==> src/hdl/assert_macros.svh <==
// Assertion macros shared by the RTL. They compile to nothing under synthesis.
`ifndef ASSERT_MACROS_SVH
`define ASSERT_MACROS_SVH

`ifndef SYNTHESIS

`define ASSERT_ALWAYS(label, clk, rst_n, cond) \
    label: assert property (@(posedge clk) disable iff (!rst_n) (cond)) \
        else $error("assertion failed: invariant does not hold");

`define ASSERT_SAME(label, clk, rst_n, pre, post) \
    label: assert property (@(posedge clk) disable iff (!rst_n) (pre) |-> (post)) \
        else $error("assertion failed: same-cycle implication");

`define ASSERT_NEXT(label, clk, rst_n, pre, post) \
    label: assert property (@(posedge clk) disable iff (!rst_n) (pre) |=> (post)) \
        else $error("assertion failed: next-cycle implication");

`else

`define ASSERT_ALWAYS(label, clk, rst_n, cond)
`define ASSERT_SAME(label, clk, rst_n, pre, post)
`define ASSERT_NEXT(label, clk, rst_n, pre, post)

`endif

`endif

==> src/hdl/cfa_pkg.sv <==
package cfa_pkg;

    localparam int HEADER_BYTES = 24;
    localparam int DATA_LIMIT   = 1048576;
    localparam int FRAME_DEPTH  = 64;

    localparam int PTR_W     = (FRAME_DEPTH > 1) ? $clog2(FRAME_DEPTH) : 1;
    localparam int FRAME_CAP = (FRAME_DEPTH > 127) ? 127 : FRAME_DEPTH;

    localparam logic [24:0] HEADER_W25     = 25'(HEADER_BYTES);
    localparam logic [23:0] DATA_LIMIT_W24 = 24'(DATA_LIMIT);
    localparam logic [6:0]  FRAME_CAP_W7   = 7'(FRAME_CAP);
    localparam logic [23:0] MAX24          = 24'hFF_FFFF;
    localparam logic [6:0]  MAX7           = 7'h7F;

    typedef logic [PTR_W-1:0] t_ptr;

    typedef enum logic [1:0] {
        REQ_SUBMIT  = 2'd0,
        REQ_SENT    = 2'd1,
        REQ_GRANT   = 2'd2,
        REQ_SUSPEND = 2'd3
    } t_req;

    typedef enum logic [2:0] {
        STS_OK         = 3'd0,
        STS_TOO_LARGE  = 3'd1,
        STS_SUSPENDED  = 3'd2,
        STS_DISCARDED  = 3'd3,
        STS_RETRY      = 3'd4,
        STS_CREDIT_BAD = 3'd5,
        STS_EMPTY      = 3'd6
    } t_status;

    typedef enum logic [1:0] {
        CFG_QUEUE_LIMIT = 2'd0,
        CFG_FRAME_LIMIT = 2'd1,
        CFG_REPLAY_MODE = 2'd2
    } t_cfg_index;

    typedef enum logic {
        ST_IDLE = 1'b0,
        ST_EXEC = 1'b1
    } t_state;

    function automatic t_ptr next_slot(input t_ptr ptr);
        return (ptr == t_ptr'(FRAME_DEPTH - 1)) ? t_ptr'(0) : t_ptr'(ptr + t_ptr'(1));
    endfunction

endpackage

==> src/hdl/credit_frame_admission.sv <==
// Frame admission under byte and frame credit.
// Requests enter on the command channel: a word is taken at a rising edge with start
// high and busy low. i_req_type selects submit, sent, credit grant or suspend; the
// other input ports carry the operands for that request.
// The accept edge reads the frame-size FIFO memory at the head pointer, and in the
// following cycle (busy high) the request is applied to the counters and, for an
// admitted submit, the FIFO memory is written at the tail. A new request is not taken
// until the previous one has finished and busy has fallen.
// The result word appears as busy falls and stays for exactly one cycle, marked by
// o_result_valid. The receiver cannot stall it, and a new request may be taken at
// the edge that ends it. The *_now outputs show the counters after the request.
// Configuration is written through i_cfg_we, i_cfg_index and i_cfg_data while the
// block is idle; the user is bound to this and the block itself does not enforce it.
// A limit write also reloads the matching credit.
// Synchronous reset clears all counters, limits, flags and pointers. The FIFO memory
// is not cleared; an entry is used only after it has been written.
`include "assert_macros.svh"

module credit_frame_admission (
    input  logic        i_clk,
    input  logic        i_rst_n,
    input  logic        start,
    output logic        busy,
    input  logic [1:0]  i_req_type,
    input  logic [23:0] i_payload_length,
    input  logic        i_write_ok,
    input  logic [23:0] i_grant_bytes,
    input  logic [6:0]  i_grant_frames,
    input  logic        i_suspend_on,
    input  logic        i_flush_queue,
    input  logic        i_cfg_we,
    input  logic [1:0]  i_cfg_index,
    input  logic [23:0] i_cfg_data,
    output logic        o_result_valid,
    output logic [2:0]  o_status,
    output logic [31:0] o_frame_sequence,
    output logic [23:0] o_frame_bytes,
    output logic [23:0] o_queued_bytes_now,
    output logic [6:0]  o_queued_frames_now,
    output logic [23:0] o_byte_credit_now,
    output logic [6:0]  o_frame_credit_now,
    output logic [31:0] o_discard_total,
    output logic [23:0] o_peak_queued,
    output logic        o_link_failed
);
    import cfa_pkg::*;

    t_state r_state, n_state;

    logic [23:0] r_fifo_mem [FRAME_DEPTH];
    logic [23:0] r_rd_data;

    t_req        r_req;
    logic [23:0] r_plen;
    logic        r_wok;
    logic [23:0] r_gbytes;
    logic [6:0]  r_gframes;
    logic        r_son;
    logic        r_flush;

    logic [23:0] r_qlimit, n_qlimit;
    logic [6:0]  r_flimit, n_flimit;
    logic        r_replay, n_replay;
    logic [23:0] r_qbytes, n_qbytes;
    logic [6:0]  r_qframes, n_qframes;
    logic [23:0] r_bcredit, n_bcredit;
    logic [6:0]  r_fcredit, n_fcredit;
    logic [31:0] r_discard, n_discard;
    logic [31:0] r_seq, n_seq;
    logic [23:0] r_peak, n_peak;
    logic        r_susp, n_susp;
    logic        r_failed, n_failed;
    t_ptr        r_head, n_head;
    t_ptr        r_tail, n_tail;

    logic        r_valid;
    t_status     r_status, n_status;
    logic [31:0] r_seq_out, n_seq_out;
    logic [23:0] r_bytes_out, n_bytes_out;

    logic        w_accept;
    logic        w_mem_we;
    logic [24:0] w_size;
    logic [25:0] w_queue_sum;
    logic [24:0] w_credit_sum;
    logic [7:0]  w_frame_sum;
    logic [24:0] w_flush_bytes;
    logic [7:0]  w_flush_frames;
    logic [6:0]  w_cfg_frames;
    logic        w_too_large;
    logic        w_blocked;

    assign w_accept = start && (r_state == ST_IDLE);

    always_comb begin
        unique case (r_state)
            ST_IDLE: n_state = w_accept ? ST_EXEC : ST_IDLE;
            ST_EXEC: n_state = ST_IDLE;
            default: n_state = ST_IDLE;
        endcase
    end

    always_comb begin
        unique case (r_state)
            ST_IDLE: busy = 1'b0;
            ST_EXEC: busy = 1'b1;
            default: busy = 1'b0;
        endcase
    end

    assign w_size         = {1'b0, r_plen} + HEADER_W25;
    assign w_queue_sum    = {2'b00, r_qbytes} + {1'b0, w_size};
    assign w_credit_sum   = {1'b0, r_bcredit} + {1'b0, r_gbytes};
    assign w_frame_sum    = {1'b0, r_fcredit} + {1'b0, r_gframes};
    assign w_flush_bytes  = {1'b0, r_bcredit} + {1'b0, r_qbytes};
    assign w_flush_frames = {1'b0, r_fcredit} + {1'b0, r_qframes};
    assign w_cfg_frames   = (i_cfg_data[6:0] > FRAME_CAP_W7) ? FRAME_CAP_W7 : i_cfg_data[6:0];

    assign w_too_large = (r_plen > DATA_LIMIT_W24) || (w_size > {1'b0, r_qlimit});
    assign w_blocked   = (r_qframes >= r_flimit) || (w_queue_sum > {2'b00, r_qlimit}) ||
                         (r_fcredit == 7'd0) || (w_size > {1'b0, r_bcredit});

    always_comb begin
        n_qlimit    = r_qlimit;
        n_flimit    = r_flimit;
        n_replay    = r_replay;
        n_qbytes    = r_qbytes;
        n_qframes   = r_qframes;
        n_bcredit   = r_bcredit;
        n_fcredit   = r_fcredit;
        n_discard   = r_discard;
        n_seq       = r_seq;
        n_peak      = r_peak;
        n_susp      = r_susp;
        n_failed    = r_failed;
        n_head      = r_head;
        n_tail      = r_tail;
        n_status    = STS_OK;
        n_seq_out   = 32'd0;
        n_bytes_out = 24'd0;
        w_mem_we    = 1'b0;

        if (r_state == ST_EXEC) begin
            unique case (r_req)
                REQ_SUBMIT: begin
                    n_bytes_out = w_size[24] ? MAX24 : w_size[23:0];
                    if (w_too_large) begin
                        n_status = STS_TOO_LARGE;
                    end else if (r_susp) begin
                        n_status = STS_SUSPENDED;
                    end else if (w_blocked) begin
                        if (r_replay) begin
                            n_status = STS_RETRY;
                        end else begin
                            n_status  = STS_DISCARDED;
                            n_discard = r_discard + 32'd1;
                        end
                    end else begin
                        n_seq     = r_seq + 32'd1;
                        n_seq_out = r_seq + 32'd1;
                        w_mem_we  = 1'b1;
                        n_tail    = next_slot(r_tail);
                        n_qbytes  = w_queue_sum[23:0];
                        n_qframes = r_qframes + 7'd1;
                        n_bcredit = r_bcredit - w_size[23:0];
                        n_fcredit = r_fcredit - 7'd1;
                        if (w_queue_sum[23:0] > r_peak) begin
                            n_peak = w_queue_sum[23:0];
                        end
                    end
                end
                REQ_SENT: begin
                    if (r_qframes == 7'd0) begin
                        n_status = STS_EMPTY;
                    end else begin
                        n_bytes_out = r_rd_data;
                        n_head      = next_slot(r_head);
                        n_qbytes    = (r_rd_data > r_qbytes) ? 24'd0 : r_qbytes - r_rd_data;
                        n_qframes   = r_qframes - 7'd1;
                        if (!r_wok) begin
                            n_discard = r_discard + 32'd1;
                            n_failed  = 1'b1;
                            n_status  = STS_DISCARDED;
                        end
                    end
                end
                REQ_GRANT: begin
                    if ((r_gbytes != 24'd0) && (r_gframes != 7'd0) &&
                        (w_credit_sum <= {1'b0, r_qlimit}) &&
                        (w_frame_sum <= {1'b0, r_flimit})) begin
                        n_bcredit = w_credit_sum[23:0];
                        n_fcredit = w_frame_sum[6:0];
                    end else begin
                        n_status = STS_CREDIT_BAD;
                    end
                end
                REQ_SUSPEND: begin
                    n_susp = r_son;
                    if (r_flush) begin
                        n_bcredit = w_flush_bytes[24] ? MAX24 : w_flush_bytes[23:0];
                        n_fcredit = w_flush_frames[7] ? MAX7 : w_flush_frames[6:0];
                        n_discard = r_discard + 32'(r_qframes);
                        n_qbytes  = 24'd0;
                        n_qframes = 7'd0;
                        n_head    = r_tail;
                    end
                end
                default: begin
                    n_status = STS_OK;
                end
            endcase
        end

        if (i_cfg_we) begin
            unique case (i_cfg_index)
                CFG_QUEUE_LIMIT: begin
                    n_qlimit  = i_cfg_data;
                    n_bcredit = i_cfg_data;
                end
                CFG_FRAME_LIMIT: begin
                    n_flimit  = w_cfg_frames;
                    n_fcredit = w_cfg_frames;
                end
                CFG_REPLAY_MODE: begin
                    n_replay = i_cfg_data[0];
                end
                default: begin
                    n_replay = r_replay;
                end
            endcase
        end
    end

    always_ff @(posedge i_clk) begin
        if (w_mem_we) begin
            r_fifo_mem[r_tail] <= w_size[23:0];
        end
        if (w_accept) begin
            r_rd_data <= r_fifo_mem[r_head];
        end
    end

    always_ff @(posedge i_clk) begin
        if (w_accept) begin
            r_req     <= t_req'(i_req_type);
            r_plen    <= i_payload_length;
            r_wok     <= i_write_ok;
            r_gbytes  <= i_grant_bytes;
            r_gframes <= i_grant_frames;
            r_son     <= i_suspend_on;
            r_flush   <= i_flush_queue;
        end
        r_status    <= n_status;
        r_seq_out   <= n_seq_out;
        r_bytes_out <= n_bytes_out;
    end

    always_ff @(posedge i_clk) begin
        if (!i_rst_n) begin
            r_state   <= ST_IDLE;
            r_valid   <= 1'b0;
            r_qlimit  <= 24'd0;
            r_flimit  <= 7'd0;
            r_replay  <= 1'b0;
            r_qbytes  <= 24'd0;
            r_qframes <= 7'd0;
            r_bcredit <= 24'd0;
            r_fcredit <= 7'd0;
            r_discard <= 32'd0;
            r_seq     <= 32'd0;
            r_peak    <= 24'd0;
            r_susp    <= 1'b0;
            r_failed  <= 1'b0;
            r_head    <= '0;
            r_tail    <= '0;
        end else begin
            r_state   <= n_state;
            r_valid   <= (r_state == ST_EXEC);
            r_qlimit  <= n_qlimit;
            r_flimit  <= n_flimit;
            r_replay  <= n_replay;
            r_qbytes  <= n_qbytes;
            r_qframes <= n_qframes;
            r_bcredit <= n_bcredit;
            r_fcredit <= n_fcredit;
            r_discard <= n_discard;
            r_seq     <= n_seq;
            r_peak    <= n_peak;
            r_susp    <= n_susp;
            r_failed  <= n_failed;
            r_head    <= n_head;
            r_tail    <= n_tail;
        end
    end

    assign o_result_valid      = r_valid;
    assign o_status            = r_status;
    assign o_frame_sequence    = r_seq_out;
    assign o_frame_bytes       = r_bytes_out;
    assign o_queued_bytes_now  = r_qbytes;
    assign o_queued_frames_now = r_qframes;
    assign o_byte_credit_now   = r_bcredit;
    assign o_frame_credit_now  = r_fcredit;
    assign o_discard_total     = r_discard;
    assign o_peak_queued       = r_peak;
    assign o_link_failed       = r_failed;

    `ASSERT_NEXT(a_accept_busy, i_clk, i_rst_n, start && !busy, busy)
    `ASSERT_NEXT(a_exec_result, i_clk, i_rst_n, busy, o_result_valid && !busy)
    `ASSERT_ALWAYS(a_queue_bound, i_clk, i_rst_n, r_qframes <= FRAME_CAP_W7)
    `ASSERT_NEXT(a_failed_sticky, i_clk, i_rst_n, r_failed, r_failed)
    `ASSERT_SAME(a_peak_covers, i_clk, i_rst_n, o_result_valid, r_peak >= r_qbytes)

endmodule
==> config.mk <==
export PLATFORM = sky130hd
export DESIGN_NAME = credit_frame_admission
export DESIGN_NICKNAME = d
export VERILOG_FILES = /design/src/hdl/cfa_pkg.sv /design/src/hdl/credit_frame_admission.sv
export VERILOG_INCLUDE_DIRS = /design/src /design/src/hdl
export SDC_FILE = /design/constraint.sdc
export NUM_CORES = 2
export LEC_CHECK = 0
export BUFFER_PORTS_ARGS = -buffer_cell sky130_fd_sc_hd__buf_2
export CAP_MARGIN = 20
export CELL_PAD_IN_SITES_DETAIL_PLACEMENT = 0
export CELL_PAD_IN_SITES_GLOBAL_PLACEMENT = 1
export CORE_MARGIN = 2
export CORE_UTILIZATION = 53
export DETAILED_ROUTE_END_ITERATION = 12
export PLACE_DENSITY_LB_ADDON = 0.2
export SLEW_MARGIN = 20
export SYNTH_ARGS = -nofsm -noshare
export SYNTH_HDL_FRONTEND = slang
export SYNTH_SLANG_ARGS = --single-unit
==> constraint.sdc <==
create_clock -name i_clk -period 12.4 [get_ports i_clk]
set_clock_uncertainty 0.15 [all_clocks]
set_input_delay 3.1 -clock i_clk [delete_from_list [all_inputs] [get_ports i_clk]]
set_output_delay 3.1 -clock i_clk [all_outputs]
set_load 0.01 [all_outputs]
==> flow_summary.yaml <==
logic_synthesis:
  synth_edf_count: 1620
  avgSynthCellArea_um2: 15.8
  ys_warn_count: 0
  netlist_area_um2: 82900
  synth_top_area_share_pct: 58.7
  synthCells: 5232
  synth_top_cells_by_area: "edfxtp_1 59%, mux4_2 13%, dfxtp_1 6.2%"
  synth_area_leader_cell: "edfxtp_1"
  postSynth.asyncResetShare_pct: 0
  ys_ff_latch: 1877
  synth_nets: 5616
  ys_seq_area_share_pct: 64.9
  synthFlopType: "edfxtp_1"
  ys_types: 83
clock_tree:
  clk_path_buf_depth: 3
  cts_tree: "done"
  cts_resized: 0
  cts_sinks: 1877
  hold_buffers: 0
  cts_setup_buffers: 0
  cts_root_buf: "clkbuf_16"
  clkTransAtPathRegs_ps: 70
  clkLatencyLatePin_ps: 830
  numCtsBuffers: 185
  htree_levels: 4
route:
  drt-wirelength-per-cell_um: 29.7
  drtPass1Iterations: 6
  drc: 0
  ant_nets: 0
  vias: 49600
  drt_wl_total_um: 232000
  first_iter_violations: 6194
  dr_wl_met2_um: 104000
  wl_met1_um: 97300
  highest_layer: "met5"
  via_per_inst: 6.34
  wl_met3_um: 22600
worst_hold_path:
  hold_path.class: "reg2reg"
layout:
  fin_nets: 5988
  utilization_pct: 60.0
  drive_gt1_share_pct: 23.1
  area_growth_pct: 12.8
  fin_cells: 7816
placement:
  pre_cts_ws_ps: 2650
  hpwl_um: 152000
  port_buffers: 269
  place_congestion: 0.943
  dp.cells: 7475
die:
  die_w_um: 400
  io_pins: 270
  die_h_um: 400
  core_um2: 156000
  initial_core_util_pct: 53.2
  rows: 145
  die_area_um2: 160000
pwr:
  ir_drop_mv: 0.141
  p_leak_nw: 31.5
  power.density_nw_per_um2: 144
setup_path:
  crit_type: "reg2reg"
  cp_data_required_time_ps: 12770
  startpoint_type: "flip-flop"
  worst-endpoint-arrival_ps: 10110
  cp-end-kind: "flip-flop"
  crit_fanout: 70
global_route:
  grt_pass1_vias: 47500
  antenna_found_initial: 19
  grt_pass1_wl_um: 333000
  grt_max_degree: 140
  track_usage_pct: 29.0
  overflow: 0
timing:
  max_freq_mhz: 103
  rsz0062_at_grt: "no"
  period_share_pct: 78.6
  setup_tns_ps: 0
  setup_slack_ps: 2660
  hold_violations: 0
  relSlewSlack_pct: 23.9
  fin_crit_ps: 9740
  setup_violations: 0
  worstMarginPinSlew_ps: 1140
  drv_slew: 0
job:
  max_cap_violations: 0
outcome:
  status: "completed"
per-layer routing:
metal	global-route usage, %	vias up
met3	5.73	367
met2	43.0	2549
met5	0	-
met4	10.1	6
li1	-	21400
met1	43.2	25200
cells in the mapped netlist (59+ instances only):
cell type	n
edfxtp_1	1620
mux4_2	480
nor2_1	301
ha_1	285
nand2_1	280
a21oi_1	274
dfxtp_1	257
o21ai_0	204
clkbuf_1	196
inv_1	191
xnor2_1	139
nand3_1	97
mux2i_1	83
a21o_1	67
xor2_1	67
nor3_1	59
cell type report:
| cell class | instances | area (um2) |
|---|---|---|
| Antenna cell | 3 | 7.51 |
| Clock buffer | 234 | 4980 |
| Multi-Input combinational cell | 2922 | 27900 |
| Inverter | 193 | 729 |
| Sequential cell | 1877 | 53800 |
| Clock inverter | 104 | 955 |
| Fill cell | 11500 | 62300 |
| Timing Repair Buffer | 425 | 2540 |
| Tap cell | 2058 | 2570 |
cell families (layout without fill, tap and decap cells):
| group | count (synthesis) | in the layout | share of synthesized area [%] |
|---|---|---|---|
| compound gates | 853 | 853 | 6.51 |
| xor+xnor | 206 | 206 | 2.18 |
| fa+ha+maj | 294 | 294 | 4.52 |
| buf+inv | 433 | 956 | 1.99 |
| flops | 1877 | 1877 | 64.9 |
| mux | 590 | 590 | 14.4 |
| other cells | 0 | 3 | 0 |
| simple gates | 979 | 979 | 5.52 |
report_power, final:
group / internal, W / switching [W] / total (W)
logic: 0.000367 / 0.000675 / 0.00104
clock network: 0.00305 / 0.00243 / 0.00548
registers: 0.00692 / 0.0000602 / 0.00698
total: 0.0103 / 0.00317 / 0.0135
final timing paths:
| path | startpoint | endpoint | slack, ps | depth (start not counted) |
|---|---|---|---|---|
| max | r_plen[3] | r_fifo_mem[13][13] | 2660 | 26 |
| min | r_qlimit[8] | r_qlimit[8] | 300 | 2 |
| max reg2reg | r_plen[3] | r_fifo_mem[13][13] | 2660 | 26 |
| min reg2reg | r_qlimit[8] | r_qlimit[8] | 300 | 2 |
layout by cell type, fill, tap and decap left out, types with 43 or more instances in the layout:
cell type,instances
buf_4,154
ha_1,285
o21ai_0,203
nor2_1,243
buf_2,269
xnor2_1,126
mux4_2,480
dfxtp_1,251
edfxtp_1,1620
nor3_1,59
inv_1,189
mux2i_1,83
nand3_1,97
xor2_1,61
a21oi_1,273
nand2_1,279
clkbuf_16,188
nor2_2,55
nand4_1,43
a21o_1,67
through the flow:
| stage | area [um2] | total power [W] | hold WS, ps |
|---|---|---|---|
| after floorplan | 82900 | 0.00775 | 286 |
| after global placement | 87600 | 0.00812 | 291 |
| after detailed placement | 87600 | 0.00814 | 296 |
| after CTS | 93500 | 0.0136 | 305 |
| after global routing | 93500 | 0.0139 | 316 |
| final | 93500 | 0.0135 | 304 |
flip-flops by register name, indices dropped and copies added, names as in the netlist, 3 cells and up:
name                 cells
o_status                 3
r_gframes                7
r_qlimit                24
r_gbytes                24
o_frame_credit_now       7
o_queued_bytes_now      24
o_discard_total         32
o_queued_frames_now      7
o_byte_credit_now       24
r_flimit                 7
r_head                   6
o_frame_bytes           24
o_peak_queued           24
r_seq                   32
r_plen                  24
r_fifo_mem            1536
o_frame_sequence        32
r_rd_data               24
r_tail                   6
critical path, cell delays in order (launching register included):
cell	delay (ps)
edfxtp_1	420
inv_2	50
buf_4	350
ha_1	400
nor2_1	390
nand3_1	280
xnor2_2	180
buf_4	740
ha_1	440
and3_1	250
nand3_1	90
a21oi_1	70
nor4_1	480
o31a_1	300
nor3_1	80
a311o_1	350
ha_1	350
nand3_1	80
nor2_1	90
nand4_1	130
a211oi_1	310
o2111ai_2	440
nor3_4	300
and2_1	690
nand3_1	710
nor2_2	910
buf_4	320
(Power assumes the default switching activity.)
